**src/rtl/core/gamepad_serial_link_master_defines.svh**
```systemverilog
// ----------------------------------------------------------------------------
// Gamepad serial link master - assertion macros
// Shared concurrent assertion forms for the link master RTL.
// ----------------------------------------------------------------------------
`ifndef GAMEPAD_SERIAL_LINK_MASTER_DEFINES_SVH
`define GAMEPAD_SERIAL_LINK_MASTER_DEFINES_SVH

// same-cycle implication
`define GSLM_ASSERT_NOW(label, clk, rst, ante, cons, msg) \
   label: assert property (@(posedge clk) disable iff (rst) (ante) |-> (cons)) \
      else $error(msg);

// next-cycle implication
`define GSLM_ASSERT_NEXT(label, clk, rst, ante, cons, msg) \
   label: assert property (@(posedge clk) disable iff (rst) (ante) |=> (cons)) \
      else $error(msg);

`endif

```
**src/rtl/core/gslm_pkg.sv**
```systemverilog
// ----------------------------------------------------------------------------
// Gamepad serial link master - package
// Phase codes, frame tables, register map and result type.
// ----------------------------------------------------------------------------
package gslm_pkg;

   localparam int FRAME_BYTES = 9;
   localparam int TABLE_BYTES = 9;
   localparam int NUM_KINDS   = 6;

   localparam int CSR_ADDR_W = 3;
   localparam int CSR_DATA_W = 32;

   localparam logic REG_HALF_BIT = 1'b0;
   localparam logic REG_GAP      = 1'b1;

   localparam logic [7:0] HALF_BIT_RESET = 8'd8;
   localparam logic [7:0] GAP_RESET      = 8'd24;

   typedef logic [7:0] byte_type;

   typedef enum logic [2:0] {
      PH_IDLE,
      PH_LEAD,
      PH_HIGH,
      PH_LOW,
      PH_GAP,
      PH_TAIL
   } phase_type;

   localparam logic [2:0] KIND_POLL  = 3'd0;
   localparam logic [2:0] KIND_SHORT = 3'd1;
   localparam logic [2:0] KIND_ENTER = 3'd2;
   localparam logic [2:0] KIND_LOCK  = 3'd3;
   localparam logic [2:0] KIND_VIB   = 3'd4;
   localparam logic [2:0] KIND_EXIT  = 3'd5;

   localparam logic [3:0] POS_MOTOR_R = 4'd3;
   localparam logic [3:0] POS_MOTOR_L = 4'd4;

   localparam logic [3:0] SHORT_LEN = 4'd5;
   localparam logic [3:0] LONG_LEN  = 4'd9;

   localparam byte_type KIND_BYTES [NUM_KINDS][TABLE_BYTES] = '{
      '{8'h01, 8'h42, 8'h00, 8'h00, 8'h00, 8'h00, 8'h00, 8'h00, 8'h00},
      '{8'h01, 8'h42, 8'h00, 8'h00, 8'h00, 8'h00, 8'h00, 8'h00, 8'h00},
      '{8'h01, 8'h43, 8'h00, 8'h01, 8'h00, 8'h00, 8'h00, 8'h00, 8'h00},
      '{8'h01, 8'h44, 8'h00, 8'h01, 8'hEE, 8'h00, 8'h00, 8'h00, 8'h00},
      '{8'h01, 8'h4D, 8'h00, 8'h00, 8'h01, 8'h00, 8'h00, 8'h00, 8'h00},
      '{8'h01, 8'h43, 8'h00, 8'h00, 8'h5A, 8'h5A, 8'h5A, 8'h5A, 8'h5A}
   };

   typedef struct packed {
      logic       clk_out;
      logic       cmd_out;
      logic       att_out;
      logic       busy_res;
      logic       byte_valid;
      logic [3:0] byte_index;
      byte_type   byte_value;
      logic       frame_done;
   } result_type;

   function automatic logic [3:0] frame_len(input logic [2:0] kind);
      logic [3:0] n;
      n = (kind == KIND_SHORT || kind == KIND_VIB) ? SHORT_LEN : LONG_LEN;
      if (n > 4'(FRAME_BYTES)) begin
         n = 4'(FRAME_BYTES);
      end
      return n;
   endfunction

   function automatic byte_type tx_byte(input logic [2:0] kind, input logic [3:0] idx,
                                        input byte_type mr, input byte_type ml);
      logic [2:0] k;
      logic [3:0] i;
      k = (kind < 3'(NUM_KINDS)) ? kind : KIND_SHORT;
      i = (idx < 4'(TABLE_BYTES)) ? idx : 4'(TABLE_BYTES - 1);
      if (k == KIND_POLL && i == POS_MOTOR_R) begin
         return mr;
      end
      if (k == KIND_POLL && i == POS_MOTOR_L) begin
         return ml;
      end
      return KIND_BYTES[k][i];
   endfunction

endpackage

```
**src/rtl/core/gslm_req_if.sv**
```systemverilog
// ----------------------------------------------------------------------------
// Gamepad serial link master - tick channel
// Valid/ready channel carrying one timebase tick with its pin sample.
// ----------------------------------------------------------------------------
interface gslm_req_if;
   logic       valid;
   logic       ready;
   logic       start_req;
   logic [2:0] cmd;
   logic [7:0] motor_right;
   logic [7:0] motor_left;
   logic       dat_in;

   modport source (output valid, start_req, cmd, motor_right, motor_left, dat_in,
                   input ready);
   modport sink   (input valid, start_req, cmd, motor_right, motor_left, dat_in,
                   output ready);
endinterface

```
**src/rtl/core/gslm_rsp_if.sv**
```systemverilog
// ----------------------------------------------------------------------------
// Gamepad serial link master - pin level channel
// Valid/ready channel carrying the pin levels and receive report of one tick.
// ----------------------------------------------------------------------------
interface gslm_rsp_if;
   logic       valid;
   logic       ready;
   logic       clk_out;
   logic       cmd_out;
   logic       att_out;
   logic       busy_res;
   logic       byte_valid;
   logic [3:0] byte_index;
   logic [7:0] byte_value;
   logic       frame_done;

   modport source (output valid, clk_out, cmd_out, att_out, busy_res, byte_valid,
                   byte_index, byte_value, frame_done, input ready);
   modport sink   (input valid, clk_out, cmd_out, att_out, busy_res, byte_valid,
                   byte_index, byte_value, frame_done, output ready);
endinterface

```
**src/rtl/core/gamepad_serial_link_master.sv**
```systemverilog
// ----------------------------------------------------------------------------
// Gamepad serial link master
// Controller-host frame engine driven by a microsecond tick stream.
// ----------------------------------------------------------------------------
// Each item on req_ch is one timebase tick: a start request with frame kind
// and motor bytes, plus the sampled data-line level. Each tick gives exactly
// one item on rsp_ch: clock, command and attention pin levels, busy flag,
// a received-byte report (index and value) and a frame-done flag.
// The result of a tick sits in the output register the cycle after the tick
// is taken. One tick is accepted per cycle while rsp_ch does not stall; the
// frame state and the output register update together from the same tick.
// When rsp_ch stalls, the output register holds its item and req_ch.ready
// drops until it is taken; it stays high while the register drains.
// Reset (synchronous, active high) returns to idle, empties the output
// register and sets half_bit_ticks to 8 and gap_ticks to 24.
// The APB port (csr_*) holds half_bit_ticks at 0x0 and gap_ticks at 0x4;
// write them only while no frame runs. Power-up frame order is up to the host.
// ----------------------------------------------------------------------------
`include "gamepad_serial_link_master_defines.svh"

module gamepad_serial_link_master (
   input  logic                                  clock,
   input  logic                                  reset,
   gslm_req_if.sink                              req_ch,
   gslm_rsp_if.source                            rsp_ch,
   input  logic                                  csr_psel,
   input  logic                                  csr_penable,
   input  logic                                  csr_pwrite,
   input  logic [gslm_pkg::CSR_ADDR_W-1:0]       csr_paddr,
   input  logic [gslm_pkg::CSR_DATA_W-1:0]       csr_pwdata,
   output logic [gslm_pkg::CSR_DATA_W-1:0]       csr_prdata,
   output logic                                  csr_pready
);

   gslm_pkg::phase_type  phase_ff, phase_in;
   logic [7:0]           tick_ff, tick_in;
   logic [2:0]           bit_ff, bit_in;
   logic [3:0]           byte_ff, byte_in;
   gslm_pkg::byte_type   rx_ff, rx_in;
   logic [2:0]           kind_ff, kind_in;
   gslm_pkg::byte_type   mr_ff, mr_in;
   gslm_pkg::byte_type   ml_ff, ml_in;
   logic [7:0]           half_ff;
   logic [7:0]           gap_ff;

   gslm_pkg::result_type rsp_ff, rsp_in;
   logic                 rsp_valid_ff;

   gslm_pkg::phase_type  ph_cur;
   logic [7:0]           tick_cur;
   logic [2:0]           bit_cur;
   logic [3:0]           byte_cur;
   gslm_pkg::byte_type   rx_cur;
   logic [2:0]           kind_cur;
   gslm_pkg::byte_type   mr_cur;
   gslm_pkg::byte_type   ml_cur;

   logic                 start_ok;
   logic                 req_fire;
   logic                 csr_wr;
   logic [7:0]           hb;
   logic [7:0]           tail_lim;
   logic [8:0]           tick_inc;
   logic                 gap_end;
   logic                 hb_end;
   logic                 tail_end;
   gslm_pkg::byte_type   rx_new;
   logic [3:0]           byte_nxt;
   gslm_pkg::byte_type   tx_cur;

   assign req_ch.ready = !rsp_valid_ff || rsp_ch.ready;
   assign req_fire     = req_ch.valid && req_ch.ready;

   // a start while idle with a known frame kind loads the frame and is itself the first tick
   assign start_ok = (phase_ff == gslm_pkg::PH_IDLE) && req_ch.start_req &&
                     (req_ch.cmd < 3'(gslm_pkg::NUM_KINDS));

   always_comb begin
      ph_cur   = phase_ff;
      tick_cur = tick_ff;
      bit_cur  = bit_ff;
      byte_cur = byte_ff;
      rx_cur   = rx_ff;
      kind_cur = kind_ff;
      mr_cur   = mr_ff;
      ml_cur   = ml_ff;
      if (start_ok) begin
         ph_cur   = (gap_ff != 8'd0) ? gslm_pkg::PH_LEAD : gslm_pkg::PH_HIGH;
         tick_cur = 8'd0;
         bit_cur  = 3'd0;
         byte_cur = 4'd0;
         rx_cur   = 8'd0;
         kind_cur = req_ch.cmd;
         mr_cur   = req_ch.motor_right;
         ml_cur   = req_ch.motor_left;
      end
   end

   assign hb       = (half_ff == 8'd0) ? 8'd1 : half_ff;
   assign tail_lim = (gap_ff == 8'd0) ? 8'd1 : gap_ff;
   assign tick_inc = {1'b0, tick_cur} + 9'd1;
   assign gap_end  = tick_inc >= {1'b0, gap_ff};
   assign hb_end   = tick_inc >= {1'b0, hb};
   assign tail_end = tick_inc >= {1'b0, tail_lim};
   assign rx_new   = {req_ch.dat_in, rx_cur[7:1]};
   assign byte_nxt = byte_cur + 4'd1;
   assign tx_cur   = gslm_pkg::tx_byte(kind_cur, byte_cur, mr_cur, ml_cur);

   // next state
   always_comb begin
      phase_in = ph_cur;
      tick_in  = tick_inc[7:0];
      bit_in   = bit_cur;
      byte_in  = byte_cur;
      rx_in    = rx_cur;
      kind_in  = kind_cur;
      mr_in    = mr_cur;
      ml_in    = ml_cur;
      case (ph_cur)
         gslm_pkg::PH_LEAD: begin
            if (gap_end) begin
               tick_in  = 8'd0;
               phase_in = gslm_pkg::PH_HIGH;
            end
         end
         gslm_pkg::PH_HIGH: begin
            if (hb_end) begin
               tick_in  = 8'd0;
               phase_in = gslm_pkg::PH_LOW;
            end
         end
         gslm_pkg::PH_LOW: begin
            if (hb_end) begin
               tick_in = 8'd0;
               rx_in   = rx_new;
               if (bit_cur == 3'd7) begin
                  bit_in  = 3'd0;
                  byte_in = byte_nxt;
                  if (gap_ff != 8'd0) begin
                     phase_in = gslm_pkg::PH_GAP;
                  end else if (byte_nxt < gslm_pkg::frame_len(kind_cur)) begin
                     phase_in = gslm_pkg::PH_HIGH;
                  end else begin
                     phase_in = gslm_pkg::PH_TAIL;
                  end
               end else begin
                  bit_in   = bit_cur + 3'd1;
                  phase_in = gslm_pkg::PH_HIGH;
               end
            end
         end
         gslm_pkg::PH_GAP: begin
            if (gap_end) begin
               tick_in  = 8'd0;
               phase_in = (byte_cur < gslm_pkg::frame_len(kind_cur)) ?
                          gslm_pkg::PH_HIGH : gslm_pkg::PH_TAIL;
            end
         end
         gslm_pkg::PH_TAIL: begin
            if (tail_end) begin
               phase_in = gslm_pkg::PH_IDLE;
               tick_in  = 8'd0;
               bit_in   = 3'd0;
               byte_in  = 4'd0;
            end
         end
         default: begin
            phase_in = gslm_pkg::PH_IDLE;
            tick_in  = tick_cur;
         end
      endcase
   end

   // pin levels and receive report of this tick
   always_comb begin
      rsp_in            = '0;
      rsp_in.clk_out    = 1'b1;
      rsp_in.cmd_out    = 1'b1;
      rsp_in.att_out    = 1'b1;
      case (ph_cur)
         gslm_pkg::PH_LEAD, gslm_pkg::PH_GAP: begin
            rsp_in.att_out  = 1'b0;
            rsp_in.busy_res = 1'b1;
         end
         gslm_pkg::PH_HIGH: begin
            rsp_in.att_out  = 1'b0;
            rsp_in.busy_res = 1'b1;
            rsp_in.cmd_out  = tx_cur[bit_cur];
         end
         gslm_pkg::PH_LOW: begin
            rsp_in.att_out  = 1'b0;
            rsp_in.busy_res = 1'b1;
            rsp_in.clk_out  = 1'b0;
            rsp_in.cmd_out  = tx_cur[bit_cur];
            if (hb_end && bit_cur == 3'd7) begin
               rsp_in.byte_valid = 1'b1;
               rsp_in.byte_index = byte_cur;
               rsp_in.byte_value = rx_new;
            end
         end
         gslm_pkg::PH_TAIL: begin
            rsp_in.busy_res   = 1'b1;
            rsp_in.frame_done = tail_end;
         end
         default: begin
            rsp_in.busy_res = 1'b0;
         end
      endcase
   end

   always_ff @(posedge clock) begin
      if (reset) begin
         phase_ff <= gslm_pkg::PH_IDLE;
         tick_ff  <= 8'd0;
         bit_ff   <= 3'd0;
         byte_ff  <= 4'd0;
         rx_ff    <= 8'd0;
         kind_ff  <= gslm_pkg::KIND_POLL;
         mr_ff    <= 8'd0;
         ml_ff    <= 8'd0;
      end else if (req_fire) begin
         phase_ff <= phase_in;
         tick_ff  <= tick_in;
         bit_ff   <= bit_in;
         byte_ff  <= byte_in;
         rx_ff    <= rx_in;
         kind_ff  <= kind_in;
         mr_ff    <= mr_in;
         ml_ff    <= ml_in;
      end
   end

   always_ff @(posedge clock) begin
      if (reset) begin
         rsp_valid_ff <= 1'b0;
      end else if (req_fire) begin
         rsp_valid_ff <= 1'b1;
      end else if (rsp_ch.ready) begin
         rsp_valid_ff <= 1'b0;
      end
   end

   always_ff @(posedge clock) begin
      if (req_fire) begin
         rsp_ff <= rsp_in;
      end
   end

   assign rsp_ch.valid      = rsp_valid_ff;
   assign rsp_ch.clk_out    = rsp_ff.clk_out;
   assign rsp_ch.cmd_out    = rsp_ff.cmd_out;
   assign rsp_ch.att_out    = rsp_ff.att_out;
   assign rsp_ch.busy_res   = rsp_ff.busy_res;
   assign rsp_ch.byte_valid = rsp_ff.byte_valid;
   assign rsp_ch.byte_index = rsp_ff.byte_index;
   assign rsp_ch.byte_value = rsp_ff.byte_value;
   assign rsp_ch.frame_done = rsp_ff.frame_done;

   // register port
   assign csr_pready = 1'b1;
   assign csr_wr     = csr_psel && csr_penable && csr_pwrite;

   always_ff @(posedge clock) begin
      if (reset) begin
         half_ff <= gslm_pkg::HALF_BIT_RESET;
         gap_ff  <= gslm_pkg::GAP_RESET;
      end else if (csr_wr) begin
         case (csr_paddr[2])
            gslm_pkg::REG_HALF_BIT: half_ff <= csr_pwdata[7:0];
            gslm_pkg::REG_GAP:      gap_ff  <= csr_pwdata[7:0];
            default:                half_ff <= half_ff;
         endcase
      end
   end

   always_comb begin
      case (csr_paddr[2])
         gslm_pkg::REG_HALF_BIT: csr_prdata = {24'd0, half_ff};
         gslm_pkg::REG_GAP:      csr_prdata = {24'd0, gap_ff};
         default:                csr_prdata = '0;
      endcase
   end

   `GSLM_ASSERT_NOW(a_stall_only_when_full, clock, reset, !req_ch.ready, rsp_valid_ff, "ready low with empty output register")
   `GSLM_ASSERT_NEXT(a_done_returns_idle, clock, reset, req_fire && rsp_in.frame_done, phase_ff == gslm_pkg::PH_IDLE, "frame done did not return to idle")
   `GSLM_ASSERT_NEXT(a_kind_held_in_frame, clock, reset, phase_ff != gslm_pkg::PH_IDLE, $stable(kind_ff) && $stable(mr_ff) && $stable(ml_ff), "frame kind or motor bytes changed mid-frame")
   `GSLM_ASSERT_NOW(a_bit_count_in_bit, clock, reset, bit_ff != 3'd0, phase_ff == gslm_pkg::PH_HIGH || phase_ff == gslm_pkg::PH_LOW, "bit count set outside a bit")

endmodule
```
**src/flat_wrapper.sv**
```systemverilog
// flat-port wrapper written by rule: the top's interface ports become plain ports
module gamepad_serial_link_master_flat 
  (clock, reset, csr_psel, csr_penable, csr_pwrite, csr_paddr, csr_pwdata, csr_prdata, csr_pready, req_ch_valid, req_ch_start_req, req_ch_cmd, req_ch_motor_right, req_ch_motor_left, req_ch_dat_in, req_ch_ready, rsp_ch_valid, rsp_ch_clk_out, rsp_ch_cmd_out, rsp_ch_att_out, rsp_ch_busy_res, rsp_ch_byte_valid, rsp_ch_byte_index, rsp_ch_byte_value, rsp_ch_frame_done, rsp_ch_ready);
  gslm_req_if req_ch_i ();
  gslm_rsp_if rsp_ch_i ();
  input  logic clock;
  input  logic reset;
  input  logic csr_psel;
  input  logic csr_penable;
  input  logic csr_pwrite;
  input  logic [gslm_pkg::CSR_ADDR_W-1:0] csr_paddr;
  input  logic [gslm_pkg::CSR_DATA_W-1:0] csr_pwdata;
  output logic [gslm_pkg::CSR_DATA_W-1:0] csr_prdata;
  output logic csr_pready;
  input wire logic [$bits(req_ch_i.valid)-1:0] req_ch_valid;
  input wire logic [$bits(req_ch_i.start_req)-1:0] req_ch_start_req;
  input wire logic [$bits(req_ch_i.cmd)-1:0] req_ch_cmd;
  input wire logic [$bits(req_ch_i.motor_right)-1:0] req_ch_motor_right;
  input wire logic [$bits(req_ch_i.motor_left)-1:0] req_ch_motor_left;
  input wire logic [$bits(req_ch_i.dat_in)-1:0] req_ch_dat_in;
  output wire logic [$bits(req_ch_i.ready)-1:0] req_ch_ready;
  output wire logic [$bits(rsp_ch_i.valid)-1:0] rsp_ch_valid;
  output wire logic [$bits(rsp_ch_i.clk_out)-1:0] rsp_ch_clk_out;
  output wire logic [$bits(rsp_ch_i.cmd_out)-1:0] rsp_ch_cmd_out;
  output wire logic [$bits(rsp_ch_i.att_out)-1:0] rsp_ch_att_out;
  output wire logic [$bits(rsp_ch_i.busy_res)-1:0] rsp_ch_busy_res;
  output wire logic [$bits(rsp_ch_i.byte_valid)-1:0] rsp_ch_byte_valid;
  output wire logic [$bits(rsp_ch_i.byte_index)-1:0] rsp_ch_byte_index;
  output wire logic [$bits(rsp_ch_i.byte_value)-1:0] rsp_ch_byte_value;
  output wire logic [$bits(rsp_ch_i.frame_done)-1:0] rsp_ch_frame_done;
  input wire logic [$bits(rsp_ch_i.ready)-1:0] rsp_ch_ready;
  assign req_ch_i.valid = req_ch_valid;
  assign req_ch_i.start_req = req_ch_start_req;
  assign req_ch_i.cmd = req_ch_cmd;
  assign req_ch_i.motor_right = req_ch_motor_right;
  assign req_ch_i.motor_left = req_ch_motor_left;
  assign req_ch_i.dat_in = req_ch_dat_in;
  assign req_ch_ready = req_ch_i.ready;
  assign rsp_ch_valid = rsp_ch_i.valid;
  assign rsp_ch_clk_out = rsp_ch_i.clk_out;
  assign rsp_ch_cmd_out = rsp_ch_i.cmd_out;
  assign rsp_ch_att_out = rsp_ch_i.att_out;
  assign rsp_ch_busy_res = rsp_ch_i.busy_res;
  assign rsp_ch_byte_valid = rsp_ch_i.byte_valid;
  assign rsp_ch_byte_index = rsp_ch_i.byte_index;
  assign rsp_ch_byte_value = rsp_ch_i.byte_value;
  assign rsp_ch_frame_done = rsp_ch_i.frame_done;
  assign rsp_ch_i.ready = rsp_ch_ready;
  gamepad_serial_link_master u_core (.clock(clock), .reset(reset), .req_ch(req_ch_i), .rsp_ch(rsp_ch_i), .csr_psel(csr_psel), .csr_penable(csr_penable), .csr_pwrite(csr_pwrite), .csr_paddr(csr_paddr), .csr_pwdata(csr_pwdata), .csr_prdata(csr_prdata), .csr_pready(csr_pready));
endmodule
```
**config.mk**
```make
export PLATFORM = sky130hd
export DESIGN_NAME = gamepad_serial_link_master_flat
export DESIGN_NICKNAME = d
export VERILOG_FILES = /design/src/rtl/core/gslm_pkg.sv /design/src/rtl/core/gslm_req_if.sv /design/src/rtl/core/gslm_rsp_if.sv /design/src/rtl/core/gamepad_serial_link_master.sv /design/src/flat_wrapper.sv
export VERILOG_INCLUDE_DIRS = /design/src /design/src/rtl/core
export SDC_FILE = /design/constraint.sdc
export NUM_CORES = 1
export LEC_CHECK = 0
export BUFFER_PORTS_ARGS = -buffer_cell sky130_fd_sc_hd__buf_2
export CAP_MARGIN = 20
export CORE_MARGIN = 2
export CORE_UTILIZATION = 40
export DETAILED_ROUTE_END_ITERATION = 6
export PLACE_DENSITY = 0.59
export SYNTH_ARGS = -nofsm -noshare
export SYNTH_HDL_FRONTEND = slang
export SYNTH_SLANG_ARGS = --single-unit
```
**constraint.sdc**
```tcl
create_clock -name clock -period 10.8 [get_ports clock]
set_input_delay 1.08 -clock clock [delete_from_list [all_inputs] [get_ports clock]]
set_output_delay 1.08 -clock clock [all_outputs]
set_load 0.02 [all_outputs]
```
==> implementation parameters, run 1 <==
Parameter                              Value

STA
  Slew headroom ... a little under a third
  Actual transition at the worst max-transition pin ... 1.02 ns
  Setup skew after layout ... 0.00794 ns
  Worst hold margin ... 0.451 ns
  Upper clock frequency limit ... 0.200 GHz
  Number of max-slew violations in the final report ... 0
  Setup repair after global routing missed its margin ... false
  Setup TNS ... 0 ns
  Clock period minus final worst setup slack ... 5.01 ns
  Fin worst setup slack ... 5.79 ns
  Number of failing setup endpoints in the final timing report ... 0
  Final period utilization ... 46.4%
  Number of endpoints with negative hold slack in the final report ... 0

Detailed routing
  Via density ... 5.34
  Detail Route Antenna Nets ... 0
  Wire per inst ... approximately 15 um
  Total number of vias ... 4,304
  DRT Pass-1 Iters ... 5
  Routed Wire Length ... 11.8 mm
  Residual DRC count ... 0
  Initial drt markers ... 211

Setup path
  Setup crit end ... u_core.bit_ff[0]$_SDFFE_PP0P_
  Launch point of the worst reg-to-reg path ... u_core.phase_ff[0]$_SDFFE_PP0P_
  Delay of the slowest critical-path stage ... 0.63 ns
  Crit Path Category ... in2reg
  Reg2reg path depth ... 17
  Standard cell with the maximum stage delay on the critical path ... sky130_fd_sc_hd__nor2b_1
  Worst setup slack for register-to-register paths ... between 6 and 7 ns
  Max FO, Critical Path ... 19
  Worst path cell trace ... buf_2 > nor4b_2 > nand2_1 > buf_4 > nand2_1 > inv_1 > ha_1 > nand3_1 > or3_1 > a21oi_1 > ha_1 > nand3_1 > nor2_1 > a211o_1 > nor2b_1 > and2_1 > nor2_1 > a211oi_1
  Startpoint type of the worst setup path ... input pin
  Critical path data arrival time ... 5.26 ns
  Crit Reg-Reg Endpoint ... u_core.bit_ff[0]$_SDFFE_PP0P_
  Critical path launch point ... req_ch_start_req
  Endpoint required time on the critical path ... 11.04 ns
  Kind of capture point of the worst setup path ... flip-flop

Synthesis
  Yosys warns ... 0
  Synth Area in Adders ... 8.51%
  Ranking of synthesized cells by area ... sky130_fd_sc_hd__dfxtp_1 (25%), sky130_fd_sc_hd__edfxtp_1 (11%), sky130_fd_sc_hd__ha_1 (8.5%)
  Distinct cell type count of the synthesized netlist ... 68
  Cell type with the largest total area after synthesis ... sky130_fd_sc_hd__dfxtp_1
  Fraction of the mapped netlist area in compound gates ... between 20% and 30%
  Main combinational cell family by area after synthesis ... compound AO/OA/AOI/OAI gates
  Area share of the largest cell type after synthesis ... 25.2%
  EDFF count, synth ... 18
  Share of synthesized area occupied by flip-flops and latches ... 36.3%
  Synth Instances ... about 600
  Cell Area, Synth ... about 5000 um^2
  Average cell area after synthesis ... 8.06 um^2
  Yosys reg bits ... 79
  Xor and xnor area share after synthesis ... 1.62%
  Async S/R FF share, synth ... 0%
  Post-synthesis share of cell area spent on and, or, nand and nor gates ... 21.2%
  Multiplexer fraction of the synthesized cell area ... 0.464%
  Most used flip-flop cell after synthesis ... sky130_fd_sc_hd__dfxtp_1

Placed design
  Global placement routability congestion ... 0.910
  Buffers added on ports ... 64
  HPWL Detailed ... between 8 and 9 mm
  Post-placement setup slack ... between 5 and 6 ns

CTS
  Sinks on the clock net ... 79
  CTS tree ... done
  Hold Buf Count CTS ... 0
  CTS HTree Levels ... 3
  Buffers inserted during post-CTS setup optimization ... 0
  CTS buffer count ... 9
  Number of buffers on the longest clock path ... 2
  Post_cts resized ... 0
  Root Driver ... sky130_fd_sc_hd__clkbuf_16
  Reg clk slew, reported paths ... 0.06 ns
  Clock Latency Late Sink ... 0.34 ns

Final layout
  Share of the core filled with cells ... 46.3%
  Commonest non-fill, non-tap cells in the layout ... sky130_fd_sc_hd__nand2_1 (101), sky130_fd_sc_hd__buf_2 (64), sky130_fd_sc_hd__a21oi_1 (62)
  Area delta synth->final ... 13.5%
  Number of nets in the layout ... 750
  Most frequent standard cell in the layout excluding fill and tap cells ... sky130_fd_sc_hd__nand2_1
  Filler cell count in the final layout ... about 1,200
  Share of cells above drive strength 1 ... between 10% and 20%
  Inserted Diodes ... 0

Global routing
  Largest net degree at the start of global routing ... 57
  Antenna violations before repair ... 0
  Global-route wire length before repair ... 19.4 mm
  Via count of the first global-routing pass ... 4,008
  All-Layer GR Usage ... 18.7%
  Residual overflow from global routing ... 0

Die
  Horizontal die dimension ... 114 um
  Height of the die ... about 110 um
  FP Rows ... 40
  Initial core utilization ... about two fifths
  # IOs ... approximately 120
  Total die area ... 13,000 um^2
  Placeable Area ... 11,900 um^2

Pwr
  Peak ir drop on the vdd network ... 0.0814 mV
  Net Sw Frac ... 25.9%
  Internal power ... 0.546 mW
  Switching component of the power ... 0.191 mW
  Clk pwr share ... 43.6%
  Proportion of power drawn by flip-flops and latches ... between 40% and 50%
  Combinational fraction of design power ... between 10% and 20%
  Power density cells ... ~130 nW/um^2
  Cell leakage power ... 2.34 nW
  Overall power of the completed layout ... between 0.7 and 0.8 mW

Run status
  Result of the run ... finished clean

Min path
  Classification of the worst-slack hold path ... reg2reg

Run
  Max-cap violation count ... 0
metal layers:
metal / GRT usage (%) / vias up / routed length, um
met5: 0 / - / 0
met4: 7.64 / 0 / 205
met3: 2.65 / 14 / 602
met2: 29.7 / 117 / 5290
met1: 25.5 / 1981 / 5730
li1: - / 2192 / -
logic make-up (layout without fill, tap and decap cells):
group | after synthesis | in the layout
and+or+nand+nor | 218 | 218
AOI/OAI and AO/OA | 162 | 162
buffers and inverters | 97 | 131
DFF | 79 | 79
adders and majority gates | 33 | 33
xor gates and xnor gates | 9 | 9
other | 2 | 25
muxes | 2 | 2
metrics by stage:
step                instances  instance area, um^2
floorplan                 625                 4940
global route              806                 5510
detailed placement        789                 5180
finish                    806                 5510
CTS                       805                 5500
global placement          789                 5180
synth_stat cells, types with 3 or more instances:
library cell,count
sky130_fd_sc_hd__nand2_1,101
sky130_fd_sc_hd__a21oi_1,62
sky130_fd_sc_hd__dfxtp_1,61
sky130_fd_sc_hd__inv_1,45
sky130_fd_sc_hd__nor2_1,40
sky130_fd_sc_hd__ha_1,33
sky130_fd_sc_hd__buf_4,25
sky130_fd_sc_hd__clkbuf_1,22
sky130_fd_sc_hd__o21ai_0,22
sky130_fd_sc_hd__edfxtp_1,18
sky130_fd_sc_hd__nand3_1,12
sky130_fd_sc_hd__and3_1,11
sky130_fd_sc_hd__a22oi_1,10
sky130_fd_sc_hd__nand2b_1,9
sky130_fd_sc_hd__a22o_1,7
sky130_fd_sc_hd__a31oi_1,7
sky130_fd_sc_hd__nor2b_1,7
sky130_fd_sc_hd__xnor2_1,7
sky130_fd_sc_hd__nor3_1,6
sky130_fd_sc_hd__or3_1,6
sky130_fd_sc_hd__a211oi_1,5
sky130_fd_sc_hd__nand4_1,5
sky130_fd_sc_hd__a211o_1,4
sky130_fd_sc_hd__a21o_1,4
sky130_fd_sc_hd__a221oi_1,4
sky130_fd_sc_hd__nor4_1,4
sky130_fd_sc_hd__a2111oi_0,3
sky130_fd_sc_hd__a32o_1,3
sky130_fd_sc_hd__and2_1,3
sky130_fd_sc_hd__buf_2,3
sky130_fd_sc_hd__o221ai_1,3
state kept, by name (all words and copies together), names as in the netlist:
signal	cells
u_core.bit_ff	3
u_core.byte_ff	4
u_core.gap_ff	8
u_core.half_ff	8
u_core.kind_ff	3
u_core.ml_ff	8
u_core.mr_ff	8
u_core.phase_ff	3
u_core.rsp_ch.att_out	1
u_core.rsp_ch.busy_res	1
u_core.rsp_ch.byte_index	4
u_core.rsp_ch.byte_valid	1
u_core.rsp_ch.byte_value	8
u_core.rsp_ch.clk_out	1
u_core.rsp_ch.cmd_out	1
u_core.rsp_ch.frame_done	1
u_core.rsp_ch.valid	1
u_core.rx_ff	7
u_core.tick_ff	8
critical path: cells and delay by family:
family,cells,cell delay [ns]
buffers and inverters,3,0.53
AOI/OAI and AO/OA,3,0.87
and+or+nand+nor,10,2.31
adders and majority gates,2,0.44
final cells by class:
class	instances	area (um^2)	area share, %
multi-input combinational	449	2710	49.2
sequential	79	1760	32.0
timing repair buffer	70	370	6.72
clock buffer	10	229	4.16
tap	147	184	3.34
inverter	45	169	3.07
clock inverter	6	85.1	1.54
worst min path at each step:
| stage | endpoint | start | cells past startpoint |
|---|---|---|---|
| after detailed placement | u_core.mr_ff[7]$_SDFFE_PP0P_ | u_core.mr_ff[7]$_SDFFE_PP0P_ | 2 |
| after global routing | u_core.ml_ff[3]$_SDFFE_PP0P_ | u_core.ml_ff[3]$_SDFFE_PP0P_ | 2 |
| after global placement | u_core.mr_ff[7]$_SDFFE_PP0P_ | u_core.mr_ff[7]$_SDFFE_PP0P_ | 2 |
| final | u_core.mr_ff[7]$_SDFFE_PP0P_ | u_core.mr_ff[7]$_SDFFE_PP0P_ | 2 |
| after CTS | u_core.mr_ff[7]$_SDFFE_PP0P_ | u_core.mr_ff[7]$_SDFFE_PP0P_ | 2 |
| after floorplan | u_core.mr_ff[6]$_SDFFE_PP0P_ | u_core.mr_ff[6]$_SDFFE_PP0P_ | 2 |
power groups by stage:
| stage | combinational (mW) | clock (mW) | sequential (mW) |
|---|---|---|---|
| 2_1_floorplan | 0.0699 | 0 | 0.329 |
| 3_3_place_gp | 0.0928 | 0 | 0.327 |
| 3_5_place_dp | 0.0945 | 0 | 0.327 |
| 4_1_cts | 0.0948 | 0.326 | 0.321 |
| 5_1_grt | 0.106 | 0.341 | 0.322 |
| 6_report | 0.0947 | 0.322 | 0.321 |
(Power assumes the default switching activity.)
==> run 2: changes to the inputs <==
--- a/config.mk
+++ b/config.mk
@@ -6,6 +6,7 @@
 export SDC_FILE = /design/constraint.sdc
 export NUM_CORES = 1
 export LEC_CHECK = 0
+export ABC_AREA = 1
 export BUFFER_PORTS_ARGS = -buffer_cell sky130_fd_sc_hd__buf_2
 export CAP_MARGIN = 20
 export CORE_MARGIN = 2
==> constraint.sdc (replaced) <==
create_clock -name clock -period 4.95 [get_ports clock]
set_input_delay 0.495 -clock clock [delete_from_list [all_inputs] [get_ports clock]]
set_output_delay 0.495 -clock clock [all_outputs]
set_load 0.02 [all_outputs]
==> run 2 against run 1 <==
Clock skew fell by 0.00099 ns; clock power rose by 110%; flip-flop and latch count did not move; utilization rose by 0.32 points; global-route usage barely moved; routed wire length rose by 11%; worst hold slack got worse by 0.067 ns; worst setup slack got worse by 4.5 ns; non-clock buffer count rose by 2; clock-buffer cell count rose by 1; critical path depth rose by 5; largest cell class unchanged; highest routed layer unchanged.
==> implementation parameters, run 2 <==
Parameter                              Value

Global routing
  Largest net degree at the start of global routing ... 67 (+18%)
  All-Layer GR Usage ... 18.7% (about the same)
  Via count of the first global-routing pass ... 4,465 (+11%)
  Residual overflow from global routing ... 0 (unchanged)
  Global-route wire length before repair ... 21.8 mm (+13%)
  Antenna violations before repair ... 0 (unchanged)

CTS
  Sinks on the clock net ... 79 (unchanged)
  Clock Latency Late Sink ... 0.35 ns (about the same)
  Hold Buf Count CTS ... 0 (unchanged)
  Reg clk slew, reported paths ... 0.06 ns (about the same)
  Post_cts resized ... 0 (unchanged)
  CTS tree ... done
  CTS HTree Levels ... 3 (unchanged)
  Number of buffers on the longest clock path ... 2 (unchanged)
  CTS buffer count ... 9 (unchanged)
  Buffers inserted during post-CTS setup optimization ... 0 (unchanged)
  Root Driver ... sky130_fd_sc_hd__clkbuf_16

Pwr
  Overall power of the completed layout ... 1.81 mW (+150%)
  Power density cells ... 291 nW/um^2 (+120%)
  Peak ir drop on the vdd network ... 0.275 mV (+240%)
  Cell leakage power ... 3.16 nW (+35%)

Detailed routing
  Routed wire length on met2 ... 5.59 mm (+5.6%)
  Met1 routed wirelength after detailed routing ... 6.76 mm (+18%)
  DRT Pass-1 Iters ... 5 (unchanged)
  Total number of vias ... 5,055 (+17%)
  Routed Wire Length ... 13.1 mm (+11%)
  Residual DRC count ... 0 (unchanged)
  Met3 wire length ... 559 um (-7.1%)
  Detail Route Antenna Nets ... 0 (unchanged)
  Via density ... 4.79 (-10%)
  Top sig layer ... met4
  Wire per inst ... 12.4 um (-15%)
  Initial drt markers ... 322 (+53%)

Synthesis
  Average cell area after synthesis ... 6.73 um^2 (-17%)
  Cell type with the largest total area after synthesis ... sky130_fd_sc_hd__dfxtp_1
  Distinct cell type count of the synthesized netlist ... 39 (-43%)
  Commonest cells post-synth ... sky130_fd_sc_hd__nand2_1 (180), sky130_fd_sc_hd__inv_1 (133), sky130_fd_sc_hd__o21ai_0 (79)
  EDFF count, synth ... 18 (unchanged)
  Yosys warns ... 0 (unchanged)
  Yosys reg bits ... 79 (unchanged)
  Async S/R FF share, synth ... 0% (unchanged)
  Area share of the largest cell type after synthesis ... 22.2% (-3.0 points)
  Synth Instances ... 818 (+36%)
  Ranking of synthesized cells by area ... sky130_fd_sc_hd__dfxtp_1 (22%), sky130_fd_sc_hd__nand2_1 (12%), sky130_fd_sc_hd__edfxtp_1 (9.8%)
  Most used flip-flop cell after synthesis ... sky130_fd_sc_hd__dfxtp_1
  Top-count cell post-synth ... sky130_fd_sc_hd__nand2_1
  Share of synthesized area occupied by flip-flops and latches ... 32.0% (-4.3 points)
  Cell Area, Synth ... 5510 um^2 (+13%)

Die
  Total die area ... 14,700 um^2 (+13%)
  # IOs ... 116 (unchanged)
  Initial core utilization ... 41.2% (+0.49 points)
  Height of the die ... 121 um (+6.3%)
  Placeable Area ... 13,300 um^2 (+12%)
  FP Rows ... 42 (+5.0%)
  Horizontal die dimension ... 121 um (+6.3%)

Placed design
  Buffers added on ports ... 64 (unchanged)
  Post-placement setup slack ... 1.06 ns (-4.22 ns)
  Placed cell areas ... 5890 um^2 (+14%)
  Global placement routability congestion ... 0.896 (-1.6%)
  Placed Cells ... 1,038 (+32%)
  HPWL Detailed ... 9.60 mm (+10%)

Final layout
  Share of the core filled with cells ... 46.6% (+0.32 points)
  Non-filler instance count after layout ... 1,055 (+31%)
  Number of nets in the layout ... 970 (+29%)
  Share of cells above drive strength 1 ... 14.3% (-0.38 points)
  Final design area excluding fillers ... 6220 um^2 (+13%)
  Area delta synth->final ... 12.9%
  Inserted Diodes ... 0 (unchanged)
  Most frequent standard cell in the layout excluding fill and tap cells ... sky130_fd_sc_hd__nand2_1
  Sequential cell area ... 1760 um^2 (unchanged)
  Commonest non-fill, non-tap cells in the layout ... sky130_fd_sc_hd__nand2_1 (180), sky130_fd_sc_hd__inv_1 (132), sky130_fd_sc_hd__o21ai_0 (79)
  Filler cell count in the final layout ... 1,443 (+20%)
  Area of combinational cells with multiple inputs ... 3010 um^2 (+11%)

Setup path
  Endpoint required time on the critical path ... 5.16 ns (-5.88 ns)
  Kind of capture point of the worst setup path ... flip-flop
  Reg2reg path depth ... 23 (+6)
  Max FO, Critical Path ... 10 (-9)
  Startpoint type of the worst setup path ... flip-flop
  Worst setup slack for register-to-register paths ... 1.27 ns (-4.76 ns)
  Crit Reg-Reg Endpoint ... u_core.bit_ff[2]$_SDFFE_PP0P_
  Crit Path Category ... reg2reg
  Launch point of the worst reg-to-reg path ... u_core.phase_ff[0]$_SDFFE_PP0P_
  Critical path data arrival time ... 3.88 ns (-1.38 ns)

STA
  Setup repair after global routing missed its margin ... false
  Upper clock frequency limit ... 0.272 GHz
  Number of failing setup endpoints in the final timing report ... 0 (unchanged)
  Number of endpoints with negative hold slack in the final report ... 0 (unchanged)
  Number of max-slew violations in the final report ... 0 (unchanged)
  Setup TNS ... 0 ns (unchanged)
  Worst hold margin ... 0.384 ns (-0.0668 ns)
  Setup skew after layout ... 0.00695 ns (-0.000990 ns)
  Final period utilization ... 74.3%
  Slew headroom ... 54.6% (+24 points)
  Fin worst setup slack ... 1.27 ns (-4.52 ns)
  Clock period minus final worst setup slack ... 3.68 ns
  Actual transition at the worst max-transition pin ... 0.681 ns (-0.344 ns)

Min path
  Hold Path Origin ... csr_pwdata[3]
  Classification of the worst-slack hold path ... in2reg
  Terminating pin of the worst hold path ... u_core.gap_ff[3]$_SDFFE_PP1P_
  Instance count along the most critical hold path ... 3 (+1)

Run
  Max-cap violation count ... 0 (unchanged)

Run status
  Result of the run ... finished clean
-- run 2: cell types whose count changed after synthesis, sizes merged, moves of 9 or more --
cell	change
a22oi	-10
and3	-11
inv	+93
nand2	+92
nand2b	-9
nand3	+47
nor2	+27
o21ai	+57
-- run 2: cell families after synthesis --
kind of cell	synth area share [%]
AO/OA/AOI/OAI	16.1
AND/OR/NAND/NOR	27.8
other	0.136
adder cells (fa/ha/maj)	7.50
buffers and inverters	14.9
XOR/XNOR	0.955
multiplexers	0.545
flip-flops	32.0
-- run 2: per-layer routing --
metal | track usage (%) | vias up
met5 | 0 | -
met4 | 5.75 | 0
met3 | 3.99 | 14
met2 | 28.2 | 101
met1 | 26.5 | 2222
li1 | - | 2718
-- run 2: worst max-delay path by stage --
stage,from,endpoint,slack [ns],depth (start not counted)
after floorplan,req_ch_cmd[2],u_core.rsp_ch.byte_value[6]$_SDFFCE_PN0P_,1.40,21
after global placement,req_ch_cmd[2],u_core.bit_ff[2]$_SDFFE_PP0P_,1.03,24
after detailed placement,req_ch_cmd[2],u_core.bit_ff[2]$_SDFFE_PP0P_,1.06,24
after CTS,u_core.phase_ff[1]$_SDFFE_PP0P_,u_core.bit_ff[2]$_SDFFE_PP0P_,1.28,23
after global routing,u_core.phase_ff[1]$_SDFFE_PP0P_,u_core.phase_ff[2]$_SDFFE_PP0P_,0.89,19
final,u_core.phase_ff[0]$_SDFFE_PP0P_,u_core.bit_ff[2]$_SDFFE_PP0P_,1.27,23
-- run 2: worst max-delay path, cell delays in order, from the launching register on --
cell and delay [ns]:
sky130_fd_sc_hd__dfxtp_1 0.40, sky130_fd_sc_hd__inv_1 0.08, sky130_fd_sc_hd__nand2_1 0.17, sky130_fd_sc_hd__nor2_8 0.07
sky130_fd_sc_hd__nor2_1 0.08, sky130_fd_sc_hd__buf_4 0.15, sky130_fd_sc_hd__ha_1 0.18, sky130_fd_sc_hd__nand2_1 0.07
sky130_fd_sc_hd__nor2_2 0.16, sky130_fd_sc_hd__xor2_1 0.36, sky130_fd_sc_hd__ha_1 0.33, sky130_fd_sc_hd__a21o_1 0.19
sky130_fd_sc_hd__nor2_1 0.09, sky130_fd_sc_hd__o21ai_0 0.10, sky130_fd_sc_hd__nand2_1 0.07, sky130_fd_sc_hd__nand2_1 0.04
sky130_fd_sc_hd__nand2_1 0.13, sky130_fd_sc_hd__nand3_2 0.17, sky130_fd_sc_hd__nand2_4 0.18, sky130_fd_sc_hd__clkinv_2 0.18
sky130_fd_sc_hd__nand2_1 0.10, sky130_fd_sc_hd__nand2_1 0.05, sky130_fd_sc_hd__nand3_1 0.08, sky130_fd_sc_hd__a21oi_1 0.07
-- run 2: power by group --
part	internal [mW]	switching [mW]	total, mW
Combinational	0.129	0.288	0.418
Clock	0.404	0.268	0.672
Sequential	0.700	0.0188	0.719
Total	1.23	0.575	1.81
-- run 2: layout make-up --
class,instances,area share [%]
multi-input cells,573,48.4
clock inverters,5,0.886
clock buffers,11,3.90
well taps,176,3.54
repair buffers,72,6.44
inverters,139,8.45
flip-flops and latches,79,28.3
